## config.mk

```make
export PLATFORM = sky130hd
export DESIGN_NAME = sound_silence_detector_flat
export DESIGN_NICKNAME = d
export VERILOG_FILES = /design/src/rtl/core/ssd_pkg.sv /design/src/rtl/core/ssd_in_if.sv /design/src/rtl/core/ssd_out_if.sv /design/src/rtl/core/ssd_cfg_if.sv /design/src/rtl/core/ssd_front.sv /design/src/rtl/core/ssd_queue.sv /design/src/rtl/core/ssd_back.sv /design/src/rtl/core/sound_silence_detector.sv /design/src/flat_wrapper.sv
export SDC_FILE = /design/constraint.sdc
export NUM_CORES = 2
export LEC_CHECK = 0
export BUFFER_PORTS_ARGS = -buffer_cell sky130_fd_sc_hd__buf_4
export CORE_ASPECT_RATIO = 2
export CORE_UTILIZATION = 25
export CTS_CLUSTER_SIZE = 30
export DETAILED_ROUTE_END_ITERATION = 7
export GPL_TIMING_DRIVEN = 0
export MAX_ROUTING_LAYER = met4
export PLACE_DENSITY = 0.38
export SLEW_MARGIN = 0
export SYNTH_ARGS = -nofsm -noshare
export SYNTH_HDL_FRONTEND = slang
export SYNTH_HIERARCHICAL = 1
export SYNTH_SLANG_ARGS = --single-unit
```

## constraint.sdc

```tcl
create_clock -name clk -period 15.8 [get_ports clk]
set_clock_uncertainty 0.1 [all_clocks]
set_input_delay 3.16 -clock clk [delete_from_list [all_inputs] [get_ports clk]]
set_output_delay 3.16 -clock clk [all_outputs]
set_load 0.005 [all_outputs]
```

## src/rtl/core/ssd_pkg.sv

```systemverilog
// Shared constants, types and helpers of the sound/silence detector.
// No dependencies; compiled first.
package ssd_pkg;

  localparam int SSD_TIME_BITS  = 32;
  localparam int SSD_LEVEL_BITS = 16;
  localparam int POWER_BITS     = 16;
  localparam int CFG_IDX_BITS   = 3;
  localparam int QUEUE_DEPTH    = 2;

  // register reset values
  localparam int DEF_THRESHOLD    = 410;
  localparam int DEF_SOUND_STEP   = 100;
  localparam int DEF_SILENCE_STEP = -100;
  localparam int DEF_INT_MIN      = 0;
  localparam int DEF_INT_MAX      = 1000;
  localparam int DEF_SOUND_ON     = 800;
  localparam int DEF_SILENCE_ON   = 200;
  localparam int DEF_LASTING_MS   = 120000;

  typedef enum logic [CFG_IDX_BITS-1:0] {
    REG_THRESHOLD    = 3'd0,
    REG_SOUND_STEP   = 3'd1,
    REG_SILENCE_STEP = 3'd2,
    REG_INT_MIN      = 3'd3,
    REG_INT_MAX      = 3'd4,
    REG_SOUND_ON     = 3'd5,
    REG_SILENCE_ON   = 3'd6,
    REG_LASTING_MS   = 3'd7
  } cfg_reg_t;

  // detector mode, one-hot inside the block
  typedef enum logic [2:0] {
    MODE_SILENCE = 3'b001,
    MODE_SOUND   = 3'b010,
    MODE_LASTING = 3'b100
  } mode_t;

  // codes shown on sound_state
  localparam logic [1:0] STATE_SILENCE = 2'd0;
  localparam logic [1:0] STATE_SOUND   = 2'd1;
  localparam logic [1:0] STATE_LASTING = 2'd2;

  function automatic logic [1:0] mode_code(input mode_t m);
    logic [1:0] code;
    unique case (m)
      MODE_SILENCE: code = STATE_SILENCE;
      MODE_SOUND:   code = STATE_SOUND;
      MODE_LASTING: code = STATE_LASTING;
      default:      code = STATE_SILENCE;
    endcase
    return code;
  endfunction

endpackage

```

## src/rtl/core/ssd_in_if.sv

```systemverilog
// Sample channel: power and timestamp with valid/ready.
// Depends on ssd_pkg.
interface ssd_in_if #(
  parameter int TIME_BITS = ssd_pkg::SSD_TIME_BITS
);
  logic                            valid;
  logic                            ready;
  logic [ssd_pkg::POWER_BITS-1:0]  power;
  logic [TIME_BITS-1:0]            timestamp_ms;

  modport source (output valid, power, timestamp_ms, input ready);
  modport sink   (input valid, power, timestamp_ms, output ready);
endinterface

```

## src/rtl/core/ssd_out_if.sv

```systemverilog
// Result channel: detector state, change flag and integrator level.
// Depends on ssd_pkg.
interface ssd_out_if #(
  parameter int LEVEL_BITS = ssd_pkg::SSD_LEVEL_BITS
);
  logic                         valid;
  logic                         ready;
  logic [1:0]                   sound_state;
  logic                         state_changed;
  logic signed [LEVEL_BITS-1:0] integrator_level;

  modport source (output valid, sound_state, state_changed, integrator_level, input ready);
  modport sink   (input valid, sound_state, state_changed, integrator_level, output ready);
endinterface

```

## src/rtl/core/ssd_cfg_if.sv

```systemverilog
// Register write channel: index and data with valid/ready.
// Depends on ssd_pkg. DATA_BITS must cover the widest register.
interface ssd_cfg_if #(
  parameter int DATA_BITS = ssd_pkg::SSD_TIME_BITS
);
  logic                             valid;
  logic                             ready;
  logic [ssd_pkg::CFG_IDX_BITS-1:0] index;
  logic [DATA_BITS-1:0]             data;

  modport source (output valid, index, data, input ready);
  modport sink   (input valid, index, data, output ready);
endinterface

```

## src/rtl/core/ssd_front.sv

```systemverilog
// Front end: takes samples, picks the step, forms |step|*|P-T| and its sign.
// Depends on ssd_pkg; feeds ssd_queue.
module ssd_front #(
  parameter int TIME_BITS  = ssd_pkg::SSD_TIME_BITS,
  parameter int LEVEL_BITS = ssd_pkg::SSD_LEVEL_BITS
) (
  input  logic                                        clk,
  input  logic                                        rst_n,
  input  logic                                        in_valid,
  output logic                                        in_ready,
  input  logic [ssd_pkg::POWER_BITS-1:0]              power,
  input  logic [TIME_BITS-1:0]                        timestamp_ms,
  input  logic [ssd_pkg::POWER_BITS-1:0]              threshold,
  input  logic signed [LEVEL_BITS-1:0]                sound_step,
  input  logic signed [LEVEL_BITS-1:0]                silence_step,
  output logic                                        push_valid,
  input  logic                                        push_ready,
  output logic [LEVEL_BITS+ssd_pkg::POWER_BITS+TIME_BITS:0] push_data
);
  import ssd_pkg::*;

  localparam int MAG_BITS = LEVEL_BITS + POWER_BITS;

  logic                         valid_r, valid_nxt;
  logic                         neg_r, neg_nxt;
  logic [MAG_BITS-1:0]          mag_r, mag_nxt;
  logic [TIME_BITS-1:0]         now_r, now_nxt;

  logic                         accept;
  logic [POWER_BITS-1:0]        t_eff;
  logic                         at_or_above;
  logic [POWER_BITS-1:0]        diff;
  logic signed [LEVEL_BITS-1:0] step_sel;
  logic [LEVEL_BITS-1:0]        step_mag;

  assign in_ready = !valid_r || push_ready;
  assign accept   = in_valid && in_ready;

  always_comb begin
    t_eff       = (threshold == '0) ? POWER_BITS'(1) : threshold;
    at_or_above = (power >= t_eff);
    diff        = at_or_above ? (power - t_eff) : (t_eff - power);
    step_sel    = at_or_above ? sound_step : silence_step;
    // magnitude of the most negative step still fits unsigned
    step_mag    = step_sel[LEVEL_BITS-1] ? (~$unsigned(step_sel) + 1'b1)
                                         : $unsigned(step_sel);
  end

  always_comb begin
    valid_nxt = valid_r;
    neg_nxt   = neg_r;
    mag_nxt   = mag_r;
    now_nxt   = now_r;
    if (push_ready) begin
      valid_nxt = 1'b0;
    end
    if (accept) begin
      valid_nxt = 1'b1;
      neg_nxt   = step_sel[LEVEL_BITS-1];
      mag_nxt   = MAG_BITS'(step_mag) * MAG_BITS'(diff);
      now_nxt   = timestamp_ms;
    end
  end

  always_ff @(posedge clk) begin
    if (!rst_n) begin
      valid_r <= 1'b0;
    end else begin
      valid_r <= valid_nxt;
    end
    neg_r <= neg_nxt;
    mag_r <= mag_nxt;
    now_r <= now_nxt;
  end

  assign push_valid = valid_r;
  assign push_data  = {neg_r, mag_r, now_r};

endmodule

```

## src/rtl/core/ssd_queue.sv

```systemverilog
// Small register FIFO between the front and back ends.
// Depends on ssd_pkg for the default depth.
module ssd_queue #(
  parameter int WIDTH = 8,
  parameter int DEPTH = ssd_pkg::QUEUE_DEPTH
) (
  input  logic             clk,
  input  logic             rst_n,
  input  logic             push_valid,
  output logic             push_ready,
  input  logic [WIDTH-1:0] push_data,
  output logic             pop_valid,
  input  logic             pop_ready,
  output logic [WIDTH-1:0] pop_data
);
  import ssd_pkg::*;

  localparam int PTR_BITS = (DEPTH > 1) ? $clog2(DEPTH) : 1;
  localparam int CNT_BITS = $clog2(DEPTH + 1);

  logic [WIDTH-1:0]    mem_r [DEPTH];
  logic [PTR_BITS-1:0] wr_ptr_r, wr_ptr_nxt;
  logic [PTR_BITS-1:0] rd_ptr_r, rd_ptr_nxt;
  logic [CNT_BITS-1:0] count_r, count_nxt;
  logic                push, pop;

  assign push_ready = (count_r != CNT_BITS'(DEPTH));
  assign pop_valid  = (count_r != '0);
  assign push       = push_valid && push_ready;
  assign pop        = pop_valid && pop_ready;
  assign pop_data   = mem_r[rd_ptr_r];

  always_comb begin
    wr_ptr_nxt = wr_ptr_r;
    rd_ptr_nxt = rd_ptr_r;
    count_nxt  = count_r;
    if (push) begin
      wr_ptr_nxt = (wr_ptr_r == PTR_BITS'(DEPTH - 1)) ? '0 : wr_ptr_r + 1'b1;
    end
    if (pop) begin
      rd_ptr_nxt = (rd_ptr_r == PTR_BITS'(DEPTH - 1)) ? '0 : rd_ptr_r + 1'b1;
    end
    if (push && !pop) begin
      count_nxt = count_r + 1'b1;
    end else if (pop && !push) begin
      count_nxt = count_r - 1'b1;
    end
  end

  always_ff @(posedge clk) begin
    if (!rst_n) begin
      wr_ptr_r <= '0;
      rd_ptr_r <= '0;
      count_r  <= '0;
    end else begin
      wr_ptr_r <= wr_ptr_nxt;
      rd_ptr_r <= rd_ptr_nxt;
      count_r  <= count_nxt;
    end
    if (push) begin
      mem_r[wr_ptr_r] <= push_data;
    end
  end

endmodule

```

## src/rtl/core/ssd_back.sv

```systemverilog
// Back end: divides by the threshold two bits a cycle, integrates, clamps,
// runs the mode machine and holds the result register. Depends on ssd_pkg.
module ssd_back #(
  parameter int TIME_BITS  = ssd_pkg::SSD_TIME_BITS,
  parameter int LEVEL_BITS = ssd_pkg::SSD_LEVEL_BITS
) (
  input  logic                                        clk,
  input  logic                                        rst_n,
  input  logic                                        pop_valid,
  output logic                                        pop_ready,
  input  logic [LEVEL_BITS+ssd_pkg::POWER_BITS+TIME_BITS:0] pop_data,
  input  logic [ssd_pkg::POWER_BITS-1:0]              threshold,
  input  logic signed [LEVEL_BITS-1:0]                int_min,
  input  logic signed [LEVEL_BITS-1:0]                int_max,
  input  logic signed [LEVEL_BITS-1:0]                sound_on,
  input  logic signed [LEVEL_BITS-1:0]                silence_on,
  input  logic [TIME_BITS-1:0]                        lasting_ms,
  output logic                                        out_valid,
  input  logic                                        out_ready,
  output logic [1:0]                                  sound_state,
  output logic                                        state_changed,
  output logic signed [LEVEL_BITS-1:0]                integrator_level
);
  import ssd_pkg::*;

  localparam int MAG_BITS = LEVEL_BITS + POWER_BITS;
  localparam int QW       = ((MAG_BITS + 1) / 2) * 2;
  localparam int ITERS    = QW / 2;
  localparam int CNT_BITS = $clog2(ITERS);
  localparam int SUM_BITS = QW + 2;
  localparam int REM_BITS = POWER_BITS + 1;

  typedef enum logic [3:0] {
    BK_IDLE   = 4'b0001,
    BK_DIV    = 4'b0010,
    BK_SUM    = 4'b0100,
    BK_DECIDE = 4'b1000
  } back_state_t;

  back_state_t                  state_r, state_nxt;
  logic [CNT_BITS-1:0]          cnt_r, cnt_nxt;
  logic [QW-1:0]                dvd_r, dvd_nxt;
  logic [REM_BITS-1:0]          rem_r, rem_nxt;
  logic                         neg_r, neg_nxt;
  logic [TIME_BITS-1:0]         now_r, now_nxt;
  logic signed [LEVEL_BITS-1:0] integ_r, integ_nxt;
  mode_t                        mode_r, mode_nxt;
  logic [TIME_BITS-1:0]         sil_start_r, sil_start_nxt;
  logic                         out_valid_r, out_valid_nxt;
  logic [1:0]                   out_state_r, out_state_nxt;
  logic                         out_changed_r, out_changed_nxt;
  logic signed [LEVEL_BITS-1:0] out_level_r, out_level_nxt;

  logic [POWER_BITS-1:0]        t_eff;
  logic [REM_BITS:0]            s1, s2;
  logic [QW-1:0]                d1, d2;
  logic signed [SUM_BITS-1:0]   q_ext, delta, sum, lo_ext, hi_ext, c1, c2;
  logic [TIME_BITS-1:0]         elapsed;
  logic                         out_free;
  logic                         changed;

  // one restoring step: {new remainder, quotient bit}
  function automatic logic [REM_BITS:0] div_step(input logic [REM_BITS-1:0] rem,
                                                 input logic bit_in,
                                                 input logic [POWER_BITS-1:0] dvs);
    logic [REM_BITS-1:0] sh;
    sh = {rem[REM_BITS-2:0], bit_in};
    if (sh >= {1'b0, dvs}) begin
      div_step = {sh - {1'b0, dvs}, 1'b1};
    end else begin
      div_step = {sh, 1'b0};
    end
  endfunction

  always_comb begin
    t_eff  = (threshold == '0) ? POWER_BITS'(1) : threshold;
    s1     = div_step(rem_r, dvd_r[QW-1], t_eff);
    d1     = {dvd_r[QW-2:0], s1[0]};
    s2     = div_step(s1[REM_BITS:1], d1[QW-1], t_eff);
    d2     = {d1[QW-2:0], s2[0]};
    q_ext  = $signed(SUM_BITS'(dvd_r));
    delta  = neg_r ? -q_ext : q_ext;
    sum    = SUM_BITS'(integ_r) + delta;
    lo_ext = SUM_BITS'(int_min);
    hi_ext = SUM_BITS'(int_max);
    // lower clamp first, so crossed limits end at the upper one
    c1     = (sum < lo_ext) ? lo_ext : sum;
    c2     = (c1 > hi_ext) ? hi_ext : c1;
    elapsed = now_r - sil_start_r;
  end

  assign out_free  = !out_valid_r || out_ready;
  assign pop_ready = (state_r == BK_IDLE);

  always_comb begin
    state_nxt       = state_r;
    cnt_nxt         = cnt_r;
    dvd_nxt         = dvd_r;
    rem_nxt         = rem_r;
    neg_nxt         = neg_r;
    now_nxt         = now_r;
    integ_nxt       = integ_r;
    mode_nxt        = mode_r;
    sil_start_nxt   = sil_start_r;
    out_valid_nxt   = out_valid_r && !out_ready;
    out_state_nxt   = out_state_r;
    out_changed_nxt = out_changed_r;
    out_level_nxt   = out_level_r;
    changed         = 1'b0;
    unique case (state_r)
      BK_IDLE: begin
        if (pop_valid) begin
          neg_nxt   = pop_data[MAG_BITS+TIME_BITS];
          dvd_nxt   = QW'(pop_data[TIME_BITS +: MAG_BITS]);
          now_nxt   = pop_data[TIME_BITS-1:0];
          rem_nxt   = '0;
          cnt_nxt   = CNT_BITS'(ITERS - 1);
          state_nxt = BK_DIV;
        end
      end
      BK_DIV: begin
        dvd_nxt = d2;
        rem_nxt = s2[REM_BITS:1];
        cnt_nxt = cnt_r - 1'b1;
        if (cnt_r == '0) begin
          state_nxt = BK_SUM;
        end
      end
      BK_SUM: begin
        integ_nxt = LEVEL_BITS'(c2);
        state_nxt = BK_DECIDE;
      end
      BK_DECIDE: begin
        if (out_free) begin
          unique case (mode_r)
            MODE_SILENCE: begin
              if (integ_r >= sound_on) begin
                mode_nxt = MODE_SOUND;
                changed  = 1'b1;
              end else if (elapsed >= lasting_ms) begin
                mode_nxt = MODE_LASTING;
                changed  = 1'b1;
              end
            end
            MODE_LASTING: begin
              if (integ_r >= sound_on) begin
                mode_nxt = MODE_SOUND;
                changed  = 1'b1;
              end
            end
            MODE_SOUND: begin
              if (integ_r <= silence_on) begin
                mode_nxt      = MODE_SILENCE;
                sil_start_nxt = now_r;
                changed       = 1'b1;
              end
            end
            default: begin
              mode_nxt = mode_r;
            end
          endcase
          out_valid_nxt   = 1'b1;
          out_state_nxt   = mode_code(mode_nxt);
          out_changed_nxt = changed;
          out_level_nxt   = integ_r;
          state_nxt       = BK_IDLE;
        end
      end
      default: begin
        state_nxt = BK_IDLE;
      end
    endcase
  end

  always_ff @(posedge clk) begin
    if (!rst_n) begin
      state_r     <= BK_IDLE;
      integ_r     <= '0;
      mode_r      <= MODE_SILENCE;
      sil_start_r <= '0;
      out_valid_r <= 1'b0;
    end else begin
      state_r     <= state_nxt;
      integ_r     <= integ_nxt;
      mode_r      <= mode_nxt;
      sil_start_r <= sil_start_nxt;
      out_valid_r <= out_valid_nxt;
    end
    cnt_r         <= cnt_nxt;
    dvd_r         <= dvd_nxt;
    rem_r         <= rem_nxt;
    neg_r         <= neg_nxt;
    now_r         <= now_nxt;
    out_state_r   <= out_state_nxt;
    out_changed_r <= out_changed_nxt;
    out_level_r   <= out_level_nxt;
  end

  assign out_valid        = out_valid_r;
  assign sound_state      = out_state_r;
  assign state_changed    = out_changed_r;
  assign integrator_level = out_level_r;

endmodule

```

## src/rtl/core/sound_silence_detector.sv

```systemverilog
// Top level of the sound/silence detector: register file plus front, queue, back.
// Depends on ssd_pkg, the three channel interfaces, ssd_front, ssd_queue, ssd_back.
//
//  channel | dir | beat contents                                  | handshake
//  in_ch   | in  | power (Q4.12), timestamp_ms                    | valid/ready
//  out_ch  | out | sound_state, state_changed, integrator_level   | valid/ready
//  cfg_ch  | in  | index (register number), data                  | valid/ready
//
// Flow: with Q = LEVEL_BITS+16 rounded up to even, the back end takes one beat at
//   a time, through the radix-4 threshold divider over Q quotient bits, then
//   integrate and decide. The front end takes a beat every cycle while the queue
//   has room, into a two-entry queue, so input and output stall independently.
// Reset: synchronous active low; registers return to their reset values, the
//   integrator to zero and the detector to silence.
// cfg_ch is always ready; write only while the block has nothing in flight.
module sound_silence_detector #(
  parameter int TIME_BITS  = ssd_pkg::SSD_TIME_BITS,
  parameter int LEVEL_BITS = ssd_pkg::SSD_LEVEL_BITS
) (
  input  logic     clk,
  input  logic     rst_n,
  ssd_in_if.sink   in_ch,
  ssd_out_if.source out_ch,
  ssd_cfg_if.sink  cfg_ch
);
  import ssd_pkg::*;

  localparam int ENTRY_BITS = 1 + LEVEL_BITS + POWER_BITS + TIME_BITS;

  // configuration registers
  logic [POWER_BITS-1:0]        threshold_r, threshold_nxt;
  logic signed [LEVEL_BITS-1:0] sound_step_r, sound_step_nxt;
  logic signed [LEVEL_BITS-1:0] silence_step_r, silence_step_nxt;
  logic signed [LEVEL_BITS-1:0] int_min_r, int_min_nxt;
  logic signed [LEVEL_BITS-1:0] int_max_r, int_max_nxt;
  logic signed [LEVEL_BITS-1:0] sound_on_r, sound_on_nxt;
  logic signed [LEVEL_BITS-1:0] silence_on_r, silence_on_nxt;
  logic [TIME_BITS-1:0]         lasting_ms_r, lasting_ms_nxt;

  // front -> queue -> back
  logic                  push_valid, push_ready;
  logic [ENTRY_BITS-1:0] push_data;
  logic                  pop_valid, pop_ready;
  logic [ENTRY_BITS-1:0] pop_data;

  assign cfg_ch.ready = 1'b1;

  // register writes: each register keeps only its own width of data
  always_comb begin
    threshold_nxt    = threshold_r;
    sound_step_nxt   = sound_step_r;
    silence_step_nxt = silence_step_r;
    int_min_nxt      = int_min_r;
    int_max_nxt      = int_max_r;
    sound_on_nxt     = sound_on_r;
    silence_on_nxt   = silence_on_r;
    lasting_ms_nxt   = lasting_ms_r;
    if (cfg_ch.valid && cfg_ch.ready) begin
      unique case (cfg_reg_t'(cfg_ch.index))
        REG_THRESHOLD:    threshold_nxt    = cfg_ch.data[POWER_BITS-1:0];
        REG_SOUND_STEP:   sound_step_nxt   = cfg_ch.data[LEVEL_BITS-1:0];
        REG_SILENCE_STEP: silence_step_nxt = cfg_ch.data[LEVEL_BITS-1:0];
        REG_INT_MIN:      int_min_nxt      = cfg_ch.data[LEVEL_BITS-1:0];
        REG_INT_MAX:      int_max_nxt      = cfg_ch.data[LEVEL_BITS-1:0];
        REG_SOUND_ON:     sound_on_nxt     = cfg_ch.data[LEVEL_BITS-1:0];
        REG_SILENCE_ON:   silence_on_nxt   = cfg_ch.data[LEVEL_BITS-1:0];
        REG_LASTING_MS:   lasting_ms_nxt   = cfg_ch.data[TIME_BITS-1:0];
        default:          threshold_nxt    = threshold_r;
      endcase
    end
  end

  always_ff @(posedge clk) begin
    if (!rst_n) begin
      threshold_r    <= POWER_BITS'(DEF_THRESHOLD);
      sound_step_r   <= LEVEL_BITS'(DEF_SOUND_STEP);
      silence_step_r <= LEVEL_BITS'(DEF_SILENCE_STEP);
      int_min_r      <= LEVEL_BITS'(DEF_INT_MIN);
      int_max_r      <= LEVEL_BITS'(DEF_INT_MAX);
      sound_on_r     <= LEVEL_BITS'(DEF_SOUND_ON);
      silence_on_r   <= LEVEL_BITS'(DEF_SILENCE_ON);
      lasting_ms_r   <= TIME_BITS'(DEF_LASTING_MS);
    end else begin
      threshold_r    <= threshold_nxt;
      sound_step_r   <= sound_step_nxt;
      silence_step_r <= silence_step_nxt;
      int_min_r      <= int_min_nxt;
      int_max_r      <= int_max_nxt;
      sound_on_r     <= sound_on_nxt;
      silence_on_r   <= silence_on_nxt;
      lasting_ms_r   <= lasting_ms_nxt;
    end
  end

  // front: one beat per cycle while the queue has room, step select and |step|*|P-T| product
  ssd_front #(
    .TIME_BITS  (TIME_BITS),
    .LEVEL_BITS (LEVEL_BITS)
  ) u_front (
    .clk          (clk),
    .rst_n        (rst_n),
    .in_valid     (in_ch.valid),
    .in_ready     (in_ch.ready),
    .power        (in_ch.power),
    .timestamp_ms (in_ch.timestamp_ms),
    .threshold    (threshold_r),
    .sound_step   (sound_step_r),
    .silence_step (silence_step_r),
    .push_valid   (push_valid),
    .push_ready   (push_ready),
    .push_data    (push_data)
  );

  // decoupling queue
  ssd_queue #(
    .WIDTH (ENTRY_BITS),
    .DEPTH (QUEUE_DEPTH)
  ) u_queue (
    .clk        (clk),
    .rst_n      (rst_n),
    .push_valid (push_valid),
    .push_ready (push_ready),
    .push_data  (push_data),
    .pop_valid  (pop_valid),
    .pop_ready  (pop_ready),
    .pop_data   (pop_data)
  );

  // back: divide, integrate, clamp, mode machine, result register
  ssd_back #(
    .TIME_BITS  (TIME_BITS),
    .LEVEL_BITS (LEVEL_BITS)
  ) u_back (
    .clk              (clk),
    .rst_n            (rst_n),
    .pop_valid        (pop_valid),
    .pop_ready        (pop_ready),
    .pop_data         (pop_data),
    .threshold        (threshold_r),
    .int_min          (int_min_r),
    .int_max          (int_max_r),
    .sound_on         (sound_on_r),
    .silence_on       (silence_on_r),
    .lasting_ms       (lasting_ms_r),
    .out_valid        (out_ch.valid),
    .out_ready        (out_ch.ready),
    .sound_state      (out_ch.sound_state),
    .state_changed    (out_ch.state_changed),
    .integrator_level (out_ch.integrator_level)
  );

endmodule

```

## src/flat_wrapper.sv

```systemverilog
// flat-port wrapper written by rule: the top's interface ports become plain ports
module sound_silence_detector_flat import ssd_pkg::*;
#(
  parameter int TIME_BITS  = ssd_pkg::SSD_TIME_BITS,
  parameter int LEVEL_BITS = ssd_pkg::SSD_LEVEL_BITS
)
  (clk, rst_n, in_ch_valid, in_ch_power, in_ch_timestamp_ms, in_ch_ready, out_ch_valid, out_ch_sound_state, out_ch_state_changed, out_ch_integrator_level, out_ch_ready, cfg_ch_valid, cfg_ch_index, cfg_ch_data, cfg_ch_ready);
  ssd_in_if #(.TIME_BITS(TIME_BITS)) in_ch_i ();
  ssd_out_if #(.LEVEL_BITS(LEVEL_BITS)) out_ch_i ();
  ssd_cfg_if cfg_ch_i ();
  input  logic clk;
  input  logic rst_n;
  input wire logic [$bits(in_ch_i.valid)-1:0] in_ch_valid;
  input wire logic [$bits(in_ch_i.power)-1:0] in_ch_power;
  input wire logic [$bits(in_ch_i.timestamp_ms)-1:0] in_ch_timestamp_ms;
  output wire logic [$bits(in_ch_i.ready)-1:0] in_ch_ready;
  output wire logic [$bits(out_ch_i.valid)-1:0] out_ch_valid;
  output wire logic [$bits(out_ch_i.sound_state)-1:0] out_ch_sound_state;
  output wire logic [$bits(out_ch_i.state_changed)-1:0] out_ch_state_changed;
  output wire logic [$bits(out_ch_i.integrator_level)-1:0] out_ch_integrator_level;
  input wire logic [$bits(out_ch_i.ready)-1:0] out_ch_ready;
  input wire logic [$bits(cfg_ch_i.valid)-1:0] cfg_ch_valid;
  input wire logic [$bits(cfg_ch_i.index)-1:0] cfg_ch_index;
  input wire logic [$bits(cfg_ch_i.data)-1:0] cfg_ch_data;
  output wire logic [$bits(cfg_ch_i.ready)-1:0] cfg_ch_ready;
  assign in_ch_i.valid = in_ch_valid;
  assign in_ch_i.power = in_ch_power;
  assign in_ch_i.timestamp_ms = in_ch_timestamp_ms;
  assign in_ch_ready = in_ch_i.ready;
  assign out_ch_valid = out_ch_i.valid;
  assign out_ch_sound_state = out_ch_i.sound_state;
  assign out_ch_state_changed = out_ch_i.state_changed;
  assign out_ch_integrator_level = out_ch_i.integrator_level;
  assign out_ch_i.ready = out_ch_ready;
  assign cfg_ch_i.valid = cfg_ch_valid;
  assign cfg_ch_i.index = cfg_ch_index;
  assign cfg_ch_i.data = cfg_ch_data;
  assign cfg_ch_ready = cfg_ch_i.ready;
  sound_silence_detector #(.TIME_BITS(TIME_BITS), .LEVEL_BITS(LEVEL_BITS)) u_core (.clk(clk), .rst_n(rst_n), .in_ch(in_ch_i), .out_ch(out_ch_i), .cfg_ch(cfg_ch_i));
endmodule
```

# After elaboration in Yosys (flattened, before gate mapping)
# Memories as Yosys holds them, arrays and structs flattened. A register that Yosys moved wholly into a read port is not among the register bits.
# Index checks and enable logic that the tools add are counted.
# op_classes
reduce_logical,33
n_mux,44
mul,1
n_lt_le_gt_ge,8
n_eq_ne,20
n_addsub,13
bitwise_logic,1
# ops
cell,count
$mux W16,6
$mux W34,2
$pmux W32 S2,1
$sub A16 B16 Y16,4
$add A16 B34 Y34,1
$ge A17 B16 Y1,2
$gt A34 B16 Y1,1
$lt A34 B16 Y1,1
$mux W17,2
$neg A32 Y34,1
$ge A16 B16 Y1,2
$ge A32 B32 Y1,1
$mul A16 B16 Y32,1
$mux W32,1
$pmux W16 S2,1
$sub A32 B32 Y32,1
$reduce_and A2 Y1,11
$eq A3 B3 Y1 const B,6
$mux W3,6
$add A16 B1 Y16 const B,1
$le A16 B16 Y1,1
$logic_not A16 Y1,1
$mux W4,4
$not A16 Y16,1
other kinds (26),61
# word_totals
word_cells,149
output_inout_bits,22
ff_bits,374
ramBits,130
memories,1
in_bits,88
# mem_list
name,words,width,read_ports,rd_clocked_by_memory_dff,wr,line,rtl
u_core.u_queue.mem_r,2,65,1,1,1,ssd_queue.sv:21,logic [WIDTH-1:0] mem_r [DEPTH];

# Longest topological paths before layout
# logic_depth
word_depth,9
mapped_depth,43
depth_no_buf,38

# Cells and area by module
# The synthesis kept the hierarchy.
# modules_own_cells
mod,area_per_inst_um2,seq_area_each_um2,n_inst,cells_per_inst
ssd_back,15518.6,4244.1,1,1830
ssd_front,12963.7,1971.9,1,1365
sound_silence_detector,5504.0,2882.8,1,533
ssd_queue,4926.0,4003.8,1,226

# Worst setup path after synthesis
# No wires, ideal clock.
# synth_path
kind,in2reg
start,input in_ch_power[0]
end,register u_core.u_front.mag_r[31] (data pin)
setup_slack_ps,3880
cell_stages,37
t_required_ps,15440
n_path_buf,2
arrival_ps,11561
cell_sequence,inv_1 -> ha_1 -> inv_1 -> fa_1 -> a21oi_1 -> o2111ai_2 -> a31oi_4 -> o21a_1 -> buf_6 -> buf_2 -> mux2i_2 -> ha_1 -> inv_1 -> o21ai_0 -> xor2_1 -> mux2i_1 -> nand2_1 -> fa_1 -> inv_1 -> fa_1 -> inv_1 -> fa_1 -> inv_1 -> fa_1 -> fa_1 -> inv_1 -> fa_1 -> inv_1 -> ha_1 -> or2_2 -> a311oi_1 -> o211ai_1 -> a221oi_1 -> o21ai_1 -> a21o_1 -> a21oi_1 -> xnor2_1
# synth_via
elab_chain_len,6
word_cells_on_any_way,9
classes_between,add/sub (3); mul (1); order compare (1); mux (3); bitwise (1)
# synth_lines
element,line,rtl
"start, declared",flat_wrapper.sv:14,input wire logic [$bits(in_ch_i.power)-1:0] in_ch_power;
$ge A16 B16 Y1,ssd_front.sv:41,at_or_above = (power >= t_eff);
$mux W16,ssd_front.sv:43,step_sel = at_or_above ? sound_step : silence_step;
$not A16 Y16,ssd_front.sv:45,step_mag = step_sel[LEVEL_BITS-1] ? (~$unsigned(step_sel) + 1'b1)
$add A16 B1 Y16,ssd_front.sv:45,
$mux W16,ssd_front.sv:45,
$mul A16 B16 Y32 *,ssd_front.sv:60,mag_nxt = MAG_BITS'(step_mag) * MAG_BITS'(diff);
"end signal, assigned",ssd_front.sv:72,mag_r <= mag_nxt;
"end, declared",ssd_front.sv:26,"logic [MAG_BITS-1:0] mag_r, mag_nxt;"
# Every way passes the cells marked *; elsewhere a longest branch is shown, timed or not.
# A chain may end at the register's enable or synchronous reset.

# Worst setup path after layout
# Ends and elaborated chain as after synthesis.

==> metrics.yaml <==
clock_network:
  clock_latency_ns: 0.68
  h-tree-depth: 2
  post_cts_buffers: 0
  cts_made_buffers: 50
  cts.root.buffer_cell: "clkbuf_16"
  clkSlewWorstSetupHoldPaths_ns: 0.07
  cts.sinks: 505
  cts.path.max_buffers: 3
  cts_tree: "done"
  cts_resized: 0
  holdBufCountCts: 0
hold_path:
  min_path_cells: 0
  hp-class: "flop to flop"
  hold_path_end: "u_core/u_queue/mem_r[0][38]"
  worstHoldStart: "u_core/u_front/mag_r[6]"
cells_and_area:
  area_growth_syn_to_layout_pct: 13.6
  final_layout_size_suffix_gt1_frac: 0.106
  nets: 4775
  final_cell_mix: "511 x nand2_1, 456 x inv_1, 368 x ha_1"
  final_common_cell: "nand2_1"
logic_synthesis:
  netlist_instances: 3954
  async_flop_share: 0
  yosys_warnings: 6
  synth_top_family_by_area: "adder cells"
  synth-edff-count: 299
  yosysSeqAreaShare: 0.337
  ys.flop_type: "edfxtp_1"
  synth_compound_area_frac: 0.105
  syn_nets: 4610
  synth.cell_area_um2: 38900
  muxShareOfSynthArea: 0.0865
  yosys.area_share.simple: 0.143
  synth-adder-area-share: 0.221
  yosysUniqueCellTypes: 109
  synth-xor-area-share: 0.0447
  synth.avg_cell_area_um2: 9.84
  ys_ff_latch: 505
floorplan:
  initial_core_util: 0.252
  dieArea_um2: 157000
  die_w_um: 281
  fp-row-count: 204
  die_y_um: 560
  io_pins: 110
  core_area_um2: 154000
timing:
  slew_headroom: -0.0473
  drv_slew: 16
  min_period_ns: 14.30
  setup_viol: 0
  period_share: 0.905
  fin_tns_setup_ns: 0
  worstMarginPinSlew_ns: 1.56
  hold_viol_final: 0
  grt_setup_unrepaired: "false"
  fmax_ghz: 0.0700
worst_setup_path:
  cp_slowest_stage_delay_ns: 0.76
  worstSetupPathType: "input pin to flop"
  slowest_stage: "mux2i_2"
  regToRegStartpoint: "u_core/threshold_r[1]"
  end_kind: "flop"
  reg2reg_depth: 36
  cp_max_fo: 10
  startpoint_type: "input pin"
  arrival_ns: 14.59
  crit_required_ns: 16.10
  r2r_setup_slack_ns: 2.89
  cpMostUsedCell: "fa_1"
  regToRegEndpoint: "u_core/u_front/mag_r[31]"
drt:
  drc: 0
  wl_per_cell_um: 23.2
  drt_iter0_drc: 1112
  routed.top_layer: "met4"
  vias: 29000
  m1WireLength_mm: 45.7
  wl_mm: 144
  ant_nets: 0
  dr.pass1.iters: 7
  wl_met2_mm: 86.1
  wl_met3_mm: 2.80
  routed_via_density: 4.66
global_route:
  grt_usage: 0.188
  grt_pass1_vias: 31000
  grt_remaining_overflow: 0
  antenna_found_initial: 4
  grt_pass1_wl_mm: 208
  grt_max_degree: 54
job:
  maxCapViolations: 2
placed_design:
  placement.io_buffers: 104
  place.gp.congestion: 0.916
  place_hpwl_mm: 119
status:
  status: "finished, violations left"
  violations: "max-capacitance violations, max-slew violations"
-- registers in the layout, summed over array words and instances (netlist names), 3 cells and up, named ones only --
| name | flops |
|---|---|
| u_core/u_front/now_r | 32 |
| u_core/u_back/integ_r | 16 |
| u_core/silence_on_r | 16 |
| u_core/u_back/mode_r | 3 |
| u_core/u_back/integrator_level | 16 |
| u_core/u_back/cnt_r | 4 |
| u_core/int_max_r | 16 |
| u_core/u_back/dvd_r | 32 |
| u_core/silence_step_r | 16 |
| u_core/lasting_ms_r | 32 |
| u_core/sound_step_r | 16 |
| u_core/threshold_r | 16 |
| u_core/u_back/sil_start_r | 32 |
| u_core/u_back/state_r | 4 |
| u_core/u_queue/mem_r | 130 |
| u_core/sound_on_r | 16 |
| u_core/u_front/mag_r | 32 |
| u_core/u_back/now_r | 32 |
| u_core/u_back/rem_r | 16 |
| u_core/int_min_r | 16 |
-- cell families (layout without fill, tap and decap cells) --
kind of cell	Yosys count	in the layout
AO/OA/AOI/OAI	594	594
XOR/XNOR	182	182
adder cells (fa/ha/maj)	568	568
buffers and inverters	609	816
flip-flops	505	505
multiplexers	319	319
other	1	4
AND/OR/NAND/NOR	1176	1176
-- cell type report --
class | instances | area [um2]
Antenna cell | 3 | 7.51
Buffer | 151 | 753
Clock buffer | 67 | 1410
Clock inverter | 27 | 348
Fill cell | 16400 | 110000
Inverter | 458 | 1720
Multi-Input combinational cell | 2840 | 23400
Sequential cell | 505 | 13100
Tap cell | 2060 | 2580
Timing Repair Buffer | 113 | 912
-- stage by stage --
stage	area [um2]	utilization	hold WS, ns	instances	setup WS [ns]
after floorplan	38900	-	0.321	3954	3.88
after global placement	42300	0.274	0.324	6118	0.395
after detailed placement	42400	0.275	0.332	6127	0.806
after CTS	44200	0.286	0.331	6221	1.47
after global routing	44200	0.286	0.344	6223	0.983
final	44200	0.286	0.326	6224	1.51
-- worst max-delay path, delay by kind of cell --
kind | cells | cell delay [ns]
adders and majority gates | 10 | 4.37
AOI/OAI and AO/OA | 12 | 3.61
buffers and inverters | 9 | 1.25
xor gates and xnor gates | 2 | 0.94
muxes | 1 | 0.76
and+or+nand+nor | 2 | 0.44
-- Yosys cell counts (49+ instances only) --
master    count  share of area
nor2_1      227          0.022
nor2b_1      82          0.013
clkbuf_1     87         0.0084
xnor2_1     115          0.026
mux2i_1     212          0.055
nand2b_1     49         0.0079
a21oi_1     149          0.019
nand2_1     511          0.049
ha_1        368           0.12
inv_1       457          0.044
mux2_2      100          0.029
fa_1        200           0.10
xor2_1       52          0.012
dfxtp_1     206           0.11
a21o_1      107          0.021
edfxtp_1    299           0.23
nand3_1      57         0.0073
o21ai_0      81          0.010
-- how the worst max path moves through the flow --
stage | start | to | slack (ns)
floorplan | in_ch_power[0] | u_core/u_front/mag_r[31] | 3.88
global placement | in_ch_power[0] | u_core/u_front/mag_r[31] | 0.40
detailed placement | in_ch_power[0] | u_core/u_front/mag_r[31] | 0.81
CTS | in_ch_power[0] | u_core/u_front/mag_r[31] | 1.47
global route | in_ch_power[0] | u_core/u_front/mag_r[31] | 0.98
finish | in_ch_power[0] | u_core/u_front/mag_r[31] | 1.51
-- layer usage --
metal	vias up	GRT usage
li1	13900	-
met1	14300	0.160
met2	543	0.388
met3	261	0.0128
met4	0	0.110
met5	-	-
Power is left out: the tool's default activity adds up to more than one toggle a clock period on the data nets, which glitch-free logic cannot reach.
